==> src/rtl/qrbv_pkg.sv <==
// qrbv_pkg: shared types and constants for the queue with remove by value
// no dependencies
package qrbv_pkg;

    localparam int QRBV_DEPTH = 4;
    localparam int VALUE_W    = 32;
    localparam int STATUS_W   = 2;
    localparam int OCC_W      = 3;

    typedef enum logic [STATUS_W-1:0] {
        ST_OK        = 2'd0,
        ST_OVERFLOW  = 2'd1,
        ST_EMPTY     = 2'd2,
        ST_NOT_FOUND = 2'd3
    } status_t;

    typedef enum logic {
        KIND_INSERT = 1'b0,
        KIND_REMOVE = 1'b1
    } kind_t;

endpackage

==> src/rtl/queue_with_remove_by_value.sv <==
// queue_with_remove_by_value: input register, queue core, result register
// result path: an accepted item waits in the input register until the result register can take its result
// throughput: one item per cycle while the output is not stalled, set by the single-pass update in qrbv_core
// reset: asynchronous active-low rst_n empties the queue and zeroes all entries
// depends on qrbv_pkg and qrbv_core
module queue_with_remove_by_value #(
    parameter int DEPTH = qrbv_pkg::QRBV_DEPTH
) (
    input  logic                                clk,
    input  logic                                rst_n,
    input  logic                                in_valid,
    output logic                                in_ready,
    input  logic                                kind,
    input  logic signed [qrbv_pkg::VALUE_W-1:0] value,
    output logic                                out_valid,
    input  logic                                out_ready,
    output logic [qrbv_pkg::STATUS_W-1:0]       status,
    output logic [qrbv_pkg::OCC_W-1:0]          occupancy
);
    import qrbv_pkg::*;

    logic               in_vld_reg;
    logic               kind_reg;
    logic [VALUE_W-1:0] value_reg;
    logic               out_vld_reg;
    status_t            status_reg;
    logic [OCC_W-1:0]   occ_reg;
    logic               advance;
    status_t            core_status;
    logic [OCC_W-1:0]   core_occ;

    assign advance  = in_vld_reg && (!out_vld_reg || out_ready);
    assign in_ready = !in_vld_reg || advance;

    qrbv_core #(
        .DEPTH (DEPTH)
    ) u_core (
        .clk       (clk),
        .rst_n     (rst_n),
        .fire      (advance),
        .kind      (kind_reg),
        .value     (value_reg),
        .status    (core_status),
        .occupancy (core_occ)
    );

    always_ff @(posedge clk or negedge rst_n)
    begin
        if (!rst_n)
        begin
            in_vld_reg  <= 1'b0;
            out_vld_reg <= 1'b0;
        end
        else
        begin
            if (in_ready)
            begin
                in_vld_reg <= in_valid;
            end
            if (advance)
            begin
                out_vld_reg <= 1'b1;
            end
            else if (out_ready)
            begin
                out_vld_reg <= 1'b0;
            end
        end
    end

    always_ff @(posedge clk)
    begin
        if (in_valid && in_ready)
        begin
            kind_reg  <= kind;
            value_reg <= value;
        end
        if (advance)
        begin
            status_reg <= core_status;
            occ_reg    <= core_occ;
        end
    end

    assign out_valid = out_vld_reg;
    assign status    = status_reg;
    assign occupancy = occ_reg;

endmodule

==> src/rtl/qrbv_core.sv <==
// qrbv_core: entry registers, count, parallel match and shift update
// depends on qrbv_pkg
module qrbv_core #(
    parameter int DEPTH = qrbv_pkg::QRBV_DEPTH
) (
    input  logic                            clk,
    input  logic                            rst_n,
    input  logic                            fire,
    input  logic                            kind,
    input  logic [qrbv_pkg::VALUE_W-1:0]    value,
    output qrbv_pkg::status_t               status,
    output logic [qrbv_pkg::OCC_W-1:0]      occupancy
);
    import qrbv_pkg::*;

    localparam int CW = $clog2(DEPTH + 1);
    localparam int IW = (DEPTH > 1) ? $clog2(DEPTH) : 1;

    logic [VALUE_W-1:0] entries_reg  [DEPTH];
    logic [VALUE_W-1:0] entries_next [DEPTH];
    logic [CW-1:0]      count_reg;
    logic [CW-1:0]      count_next;
    logic [DEPTH-1:0]   hit_vec;
    logic [IW-1:0]      pos;
    logic               hit;

    // match nearest the rear
    always_comb
    begin
        pos = '0;
        hit = 1'b0;
        for (int i = 0; i < DEPTH; i++)
        begin
            hit_vec[i] = (CW'(i) < count_reg) && (entries_reg[i] == value);
            if (hit_vec[i])
            begin
                pos = IW'(i);
                hit = 1'b1;
            end
        end
    end

    always_comb
    begin
        entries_next = entries_reg;
        count_next   = count_reg;
        status       = ST_OK;
        unique case (kind_t'(kind))
            KIND_INSERT:
            begin
                if (count_reg < CW'(DEPTH))
                begin
                    for (int i = 0; i < DEPTH; i++)
                    begin
                        if (CW'(i) == count_reg)
                        begin
                            entries_next[i] = value;
                        end
                    end
                    count_next = count_reg + 1'b1;
                end
                else
                begin
                    status = ST_OVERFLOW;
                end
            end
            KIND_REMOVE:
            begin
                if (count_reg == '0)
                begin
                    status = ST_EMPTY;
                end
                else if (!hit)
                begin
                    status = ST_NOT_FOUND;
                end
                else
                begin
                    for (int i = 0; i < DEPTH; i++)
                    begin
                        if (IW'(i) >= pos)
                        begin
                            if (i + 1 < DEPTH && CW'(i + 1) < count_reg)
                            begin
                                entries_next[i] = entries_reg[(i + 1) % DEPTH];
                            end
                            else
                            begin
                                entries_next[i] = '0;
                            end
                        end
                    end
                    count_next = count_reg - 1'b1;
                end
            end
            default:
            begin
                status = ST_OK;
            end
        endcase
    end

    assign occupancy = OCC_W'(count_next);

    always_ff @(posedge clk or negedge rst_n)
    begin
        if (!rst_n)
        begin
            count_reg <= '0;
            for (int i = 0; i < DEPTH; i++)
            begin
                entries_reg[i] <= '0;
            end
        end
        else if (fire)
        begin
            count_reg    <= count_next;
            entries_reg  <= entries_next;
        end
    end

endmodule
==> config.mk <==
export PLATFORM = sky130hd
export DESIGN_NAME = queue_with_remove_by_value
export DESIGN_NICKNAME = d
export VERILOG_FILES = /design/src/rtl/qrbv_pkg.sv /design/src/rtl/queue_with_remove_by_value.sv /design/src/rtl/qrbv_core.sv
export SDC_FILE = /design/constraint.sdc
export NUM_CORES = 1
export LEC_CHECK = 0
export BUFFER_PORTS_ARGS = -buffer_cell sky130_fd_sc_hd__buf_2
export CORE_ASPECT_RATIO = 0.8
export CORE_MARGIN = 5
export CORE_UTILIZATION = 39
export CTS_BUF_LIST = sky130_fd_sc_hd__clkbuf_8
export CTS_CLUSTER_DIAMETER = 150
export DETAILED_ROUTE_END_ITERATION = 10
export SYNTH_ARGS = -nofsm -noshare
export SYNTH_HDL_FRONTEND = slang
export SYNTH_SLANG_ARGS = --single-unit
==> constraint.sdc <==
create_clock -name clk -period 6 [get_ports clk]
set_input_delay 0.9 -clock clk [delete_from_list [all_inputs] [get_ports clk]]
set_output_delay 0.9 -clock clk [all_outputs]
set_load 0.01 [all_outputs]
==> reports/qor.csv, run 1 <==
stage,metric,value,unit
drt,initial drt markers,688,
clock_network,CTS resizes,0,
drt,total wire length,28.0,mm
drt,routed wire length per instance,22.9,µm
placed_design,placed insts,1194,
global_routing,vias in the first global route,6561,
placed_design,routability cong.,0.999,
global_routing,initial antenna violation count,0,
critical_path,crit path capture type,flip-flop,
yosys,dominant synthesized flop cell,dfrtp_1,
sta,Fmax,0.260,GHz
power_and_ir_drop,switch share,29.2,%
yosys,Mapped Cells,894,
clock_network,Max H-tree Level,4,
yosys,YS warnings,0,
die,Die Wd,183,µm
power_and_ir_drop,Psw,670,µW
critical_path,crit path kind,flip-flop to flip-flop,
drt,antenna-violating nets left,0,
clock_network,CTS tree,done,
power_and_ir_drop,Power per Cell Area,228,nW/µm²
yosys,synth top area cells,"dfrtp_1, edfxtp_1, mux2i_1, xnor2_1, a21oi_1",
yosys,"FF+latch count, synth",171,
sta,final setup vio count,0,
die,Starting Density,39.8,%
critical_path,RR Endpoint,u_core.entries_reg[32],
final_layout,number of flip-flops under the largest register name,128,
sta,worst-margin pin slew,1.01,ns
yosys,sequential share of the synthesized area,47.7,%
die,num ports,44,
die,# rows,50,
clock_network,Post-CTS Setup Inserts,0,
sta,clk_skew,0.0169,ns
drt,drc violations,0,
final_layout,Area growth syn-to-layout,7.47,%
critical_path,R2R setup slack,2.15,ns
clock_network,cts bufs inserted,17,
yosys,post-synth design cell area,9360,µm²
final_layout,nets,944,
drt,vias,6731,
sta,max-slew violation count,0,
global_routing,gr ovfl total,0,
final_layout,Layout Cells excl Fill,1226,
clock_network,"Hold-fix buffers, CTS",0,
power_and_ir_drop,clock power share,35.1,%
power_and_ir_drop,Max VDD drop,0.149,mV
global_routing,first-pass GRT wire length,42.5,mm
global_routing,largest net degree at the start of global routing,73,
yosys,Yosys top cell by area,dfrtp_1,
status,status,"finished, final reports clean",
sta,Setup TNS,0,ns
yosys,Synth top area share,35.5,%
yosys,number of library cell types mapped by synthesis,47,
final_layout,Fillers,2294,
critical_path,R2R cell count,8,
power_and_ir_drop,Lkg Pwr,0.00420,µW
yosys,Mean Syn Cell Area,10.5,µm²
yosys,post-synthesis async set-or-reset flop share,77.8,%
clock_network,Clock Tree Root,clkbuf_8,
power_and_ir_drop,part of the power in registers,54.3,%
yosys,Post-synth EDFFs,38,
critical_path,RR Startpoint,value_reg[20],
sta,final count of hold timing violations,0,
die,Die Height,149,µm
final_layout,fraction of layout cells with a size suffix above 1,10.6,%
global_routing,GRT Overall Usage,21.0,%
die,die footprint,27200,µm²
sta,period utilisation layout,64.1,%
clock_network,clock latency on the worst-skew pair,0.49,ns
critical_path,WP data required,6.41,ns
clock_network,"Reg clk slew, reported paths",0.11,ns
sta,worst rel slew slack,32.7,%
clock_network,Clock Sink Count,171,
placed_design,Final HPWL DP,20.1,mm
worst_hold_path,worst hold path class,input pin to asynchronous set/reset pin,
final_layout,Antenna Cells,0,
yosys,Post-Syn Nets,937,
placed_design,Port Buf Inserts,43,
drt,vias per std cell,5.49,
sta,RSZ-0062 raised after global routing,false,
power_and_ir_drop,Gate power share,10.6,%
drt,length of the first detailed-routing pass in iterations,5,
critical_path,"critical path fanouts, max",17,
sta,minimum clock period,3.85,ns
power_and_ir_drop,P_int,1630,µW
clock_network,Max Buffers Root-to-Sink,2,
critical_path,crit path DAT,4.25,ns
job,max_cap viols,0,
die,core area,23500,µm²
critical_path,startpoint types,flip-flop,
==> cell usage in the layout, fill, tap and decap left out, types with 22 or more instances in the layout <==
cell / synthesis / layout
a21oi_1: 100 / 100
a22o_1: 32 / 32
buf_2: 10 / 42
dfrtp_1: 133 / 133
edfxtp_1: 38 / 38
inv_1: 100 / 100
mux2i_1: 97 / 97
nand2_1: 22 / 22
nand4_1: 41 / 41
nor2b_1: 34 / 34
nor4_1: 23 / 23
xnor2_1: 96 / 96
xor2_1: 32 / 32
==> area by class of cell <==
class / instances / area, µm² / area share (%)
Clock buffer: 17 / 234 / 2.33
Clock inverter: 15 / 143 / 1.42
Inverter: 101 / 379 / 3.77
Multi-Input combinational cell: 557 / 4150 / 41.2
Sequential cell: 171 / 4470 / 44.4
Tap cell: 312 / 390 / 3.88
Timing Repair Buffer: 53 / 297 / 2.95
==> per-stage QoR <==
step	area (µm²)	util [%]	power [µW]	setup WS [ns]	hold slack [ns]
after global routing	10100	42.8	2380	2.03	0.446
after detailed placement	9690	41.2	1510	2.28	0.476
after global placement	9690	41.2	1510	2.28	0.468
after CTS	10100	42.8	2310	2.24	0.422
final	10100	42.8	2290	2.15	0.411
after floorplan	9360	-	1400	3.47	0.457
==> power by group through the flow <==
stage	registers [µW]	logic (µW)	clock network, µW
6_report	1250	242	807
5_1_grt	1250	264	870
4_1_cts	1250	241	823
3_5_place_dp	1270	239	0
3_3_place_gp	1270	240	0
2_1_floorplan	1240	162	0
==> synth_stat cells (3+ instances only) <==
| cell | number |
|---|---|
| a22o_1 | 32 |
| clkbuf_1 | 41 |
| nor3_1 | 6 |
| and2_1 | 4 |
| buf_2 | 10 |
| nand3_1 | 14 |
| buf_8 | 3 |
| nand2b_1 | 3 |
| nand2_1 | 22 |
| nor4_1 | 23 |
| or3_1 | 4 |
| buf_6 | 4 |
| a21oi_1 | 100 |
| edfxtp_1 | 38 |
| xor2_1 | 32 |
| ha_1 | 6 |
| nor2b_1 | 34 |
| and3_1 | 4 |
| buf_4 | 4 |
| buf_12 | 3 |
| mux2i_1 | 97 |
| nand4_1 | 41 |
| xnor2_1 | 96 |
| dfrtp_1 | 133 |
| nor2_1 | 12 |
| nand4b_1 | 5 |
| inv_1 | 100 |
==> worst max-delay path by stage <==
| stage | start | end | slack [ns] | depth (start not counted) |
|---|---|---|---|---|
| final | value_reg[20] | u_core.entries_reg[32] | 2.15 | 8 |
| after global routing | value_reg[4] | u_core.entries_reg[59] | 2.03 | 8 |
| after CTS | value_reg[20] | u_core.entries_reg[32] | 2.24 | 8 |
| after detailed placement | value_reg[20] | u_core.entries_reg[37] | 2.28 | 8 |
| after global placement | value_reg[20] | u_core.entries_reg[58] | 2.28 | 8 |
| after floorplan | value_reg[25] | u_core.entries_reg[66] | 3.47 | 10 |
==> routing by layer <==
metal | part of all wire [%] | global-route usage, % | up-vias
li1 | - | - | 3086
met1 | 49 | 32.4 | 3379
met2 | 42 | 29.4 | 231
met3 | 7.2 | 5.06 | 35
met4 | 1.7 | 5.47 | 0
met5 | 0 | 0 | -
==> critical path: stages (launching register included) <==
cell,delay [ns]
edfxtp_1,0.50
xnor2_1,0.57
nand4_1,0.18
nor4_1,0.35
nand3_1,0.24
a41oi_4,0.44
o211a_2,0.75
buf_4,0.49
mux2i_1,0.23
==> kinds of logic (layout without fill, tap and decap cells) <==
logic type | after synthesis | count (layout) | synth area share, %
adders and majority gates | 6 | 6 | 0.802
xor gates and xnor gates | 128 | 128 | 12.0
AOI/OAI and AO/OA | 145 | 145 | 9.64
muxes | 99 | 99 | 10.6
and+or+nand+nor | 179 | 179 | 11.1
buffers and inverters | 166 | 186 | 8.15
DFF | 171 | 171 | 47.7
Note: power is estimated with default switching activity, not from simulation.
==> inputs of run 2 (changes only) <==
==> constraint.sdc (replaced) <==
create_clock -name clk -period 3.2 [get_ports clk]
set_input_delay 0.48 -clock clk [delete_from_list [all_inputs] [get_ports clk]]
set_output_delay 0.48 -clock clk [all_outputs]
set_load 0.01 [all_outputs]
==> run 2 against run 1 <==
Against the previous run:
- via count grew 0.19%
- largest power group unchanged
- sequential share of layout area shrank 1.4 points
- clock skew grew 0.0036 ns
- critical endpoint is now u_core.entries_reg[48]
==> reports/qor.csv, run 2 (same netlist as run 1, synthesis figures left out) <==
stage,metric,value,unit,change
sta,minimum clock period,2.98,ns,-0.872 ns
die,num ports,44,,unchanged
final_layout,Seq. cell area,4470,µm²,unchanged
clock_network,Clock Tree Root,clkbuf_8,,
sta,WHS,0.158,ns,-0.252 ns
power_and_ir_drop,Lkg Pwr,0.00440,µW,+4.8%
final_layout,"commonest cells after routing, fill and taps aside","dfrtp_1, inv_1, a21oi_1",,
die,Starting Density,39.8,%,unchanged
critical_path,RR Endpoint,u_core.entries_reg[48],,
final_layout,Antenna Cells,0,,unchanged
critical_path,crit path capture type,flip-flop,,
clock_network,CTS tree,done,,
drt,routed wire length per instance,22.4,µm,-2.1%
sta,worst-margin pin slew,0.554,ns,-0.455 ns
power_and_ir_drop,Max VDD drop,0.217,mV,+45%
final_layout,nets,968,,+2.5%
critical_path,R2R setup slack,0.22,ns,-1.93 ns
critical_path,startpoint types,flip-flop,,
global_routing,vias in the first global route,6570,,+0.14%
die,Die Height,149,µm,unchanged
die,Die Wd,183,µm,unchanged
critical_path,crit path DAT,3.37,ns,-0.88 ns
final_layout,Area growth syn-to-layout,10.9,%,
global_routing,gr ovfl total,0,,unchanged
critical_path,crit path from,value_reg[25],,
final_layout,fraction of layout cells with a size suffix above 1,13.5,%,+2.9 points
final_layout,"commonest non-fill, non-tap cell in the layout",dfrtp_1,,
drt,initial drt markers,559,,-19%
worst_hold_path,worst hold path class,input pin to flip-flop,,
drt,vias,6744,,+0.19%
drt,antenna-violating nets left,0,,unchanged
sta,Setup TNS,0,ns,unchanged
final_layout,Fillers,2310,,+0.70%
critical_path,"critical path fanouts, max",20,,+3
critical_path,RR Startpoint,value_reg[25],,
clock_network,Clock Sink Count,171,,unchanged
sta,period utilisation layout,93.0,%,+29 points
sta,clk_skew,0.0205,ns,+0.00359 ns
clock_network,Max Buffers Root-to-Sink,2,,unchanged
clock_network,"Reg clk slew, reported paths",0.11,ns,about the same
sta,RSZ-0062 raised after global routing,false,,
drt,total wire length,28.0,mm,-0.19%
sta,max-slew violation count,0,,unchanged
clock_network,Post-CTS Setup Inserts,0,,unchanged
worst_hold_path,Worst Min Path Start,value[12],,
job,max_cap viols,0,,unchanged
sta,final setup vio count,0,,unchanged
clock_network,clock latency on the worst-skew pair,0.49,ns,about the same
placed_design,Final HPWL DP,20.6,mm,+2.4%
final_layout,area of the multi-input gates,4200,µm²,+1.3%
drt,length of the first detailed-routing pass in iterations,5,,unchanged
sta,Fmax,0.336,GHz,+29%
die,core area,23500,µm²,unchanged
global_routing,largest net degree at the start of global routing,73,,unchanged
clock_network,Max H-tree Level,4,,unchanged
placed_design,routability cong.,1.01,,+1.6%
placed_design,Port Buf Inserts,43,,unchanged
die,# rows,50,,unchanged
die,die footprint,27200,µm²,unchanged
power_and_ir_drop,Power per Cell Area,421,nW/µm²,+84%
status,status,"finished, final reports clean",,
clock_network,cts bufs inserted,17,,unchanged
sta,final count of hold timing violations,0,,unchanged
global_routing,first-pass GRT wire length,42.6,mm,+0.16%
final_layout,number of flip-flops under the largest register name,128,,unchanged
drt,drc violations,0,,unchanged
global_routing,GRT Overall Usage,20.9,%,-0.12 points
critical_path,crit path kind,flip-flop to flip-flop,,
critical_path,WP data required,3.59,ns,-2.82 ns
critical_path,R2R cell count,9,,+1
global_routing,initial antenna violation count,0,,unchanged
drt,vias per std cell,5.40,,-1.7%
critical_path,CP Capture Point,u_core.entries_reg[48],,
sta,worst rel slew slack,63.0,%,+30 points
==> run 2: changes by cell type in the layout (fill, tap and decap cells not counted) <==
cell           change
buf_4             +17
xnor2_1            -7
xnor2_2            +7
buf_12             +6
inv_6              +5
clkinvlp_4         -4
clkinv_4           -2
clkinv_8           +1
dlygate4sd3_1      +1
==> run 2: routing by layer <==
metal	track usage, %	routed length, µm	vias to the layer above
li1	-	-	3125
met1	32.8	14100	3388
met2	29.9	11800	208
met3	3.69	1630	23
met4	4.50	346	0
met5	0	0	-
==> run 2: worst min-delay path by stage <==
stage	end	cells after the start	slack (ns)
3_3_place_gp	out_valid	1	0.40
6_report	value_reg[12]	1	0.16
5_1_grt	value_reg[21]	1	0.12
3_5_place_dp	out_valid	1	0.39
2_1_floorplan	in_vld_reg	0	0.18
4_1_cts	value_reg[12]	1	0.13
==> run 2: through the flow <==
stage / total power, µW / area (µm²) / setup WS [ns] / std cells / utilization (%)
CTS: 4410 / 10300 / 0.192 / 1250 / 43.9
finish: 4370 / 10400 / 0.224 / 1250 / 44.1
global route: 4550 / 10400 / 0.0235 / 1250 / 44.1
global placement: 2860 / 9930 / 0.145 / 1217 / 42.2
detailed placement: 2850 / 9930 / 0.239 / 1217 / 42.2
floorplan: 2630 / 9360 / 0.668 / 894 / -
==> run 2: report_power, final <==
| group | internal, µW | total [µW] | switching (µW) |
|---|---|---|---|
| logic | 166 | 477 | 311 |
| registers | 2270 | 2340 | 65.3 |
| clock network | 646 | 1550 | 909 |
| total | 3080 | 4370 | 1280 |
==> run 2: what timing repair did <==
action | CTS | global route
endpoints found under the setup margin | 0 | 18
gates resized for setup | 0 | 7
endpoints found under the hold margin | 30 | 0
hold buffers | 1 | 0
==> run 2: critical path, stage by stage (launching register included) <==
cell and delay, ns:
edfxtp_1 0.50, xor2_1 0.23, nor4_1 0.31, buf_4 0.16
nand4_1 0.09, or4_4 0.59, a41oi_4 0.23, o211a_2 0.30
buf_12 0.22, mux2i_1 0.23
==> run 2: final cells by class <==
type                    instances  share of cell area [%]
clock buffers                  17                    2.25
clock inverters                15                    1.49
inverters                     101                    3.65
multi-input cells             557                    40.5
flip-flops and latches        171                    43.0
well taps                     312                    3.76
repair buffers                 77                    5.34
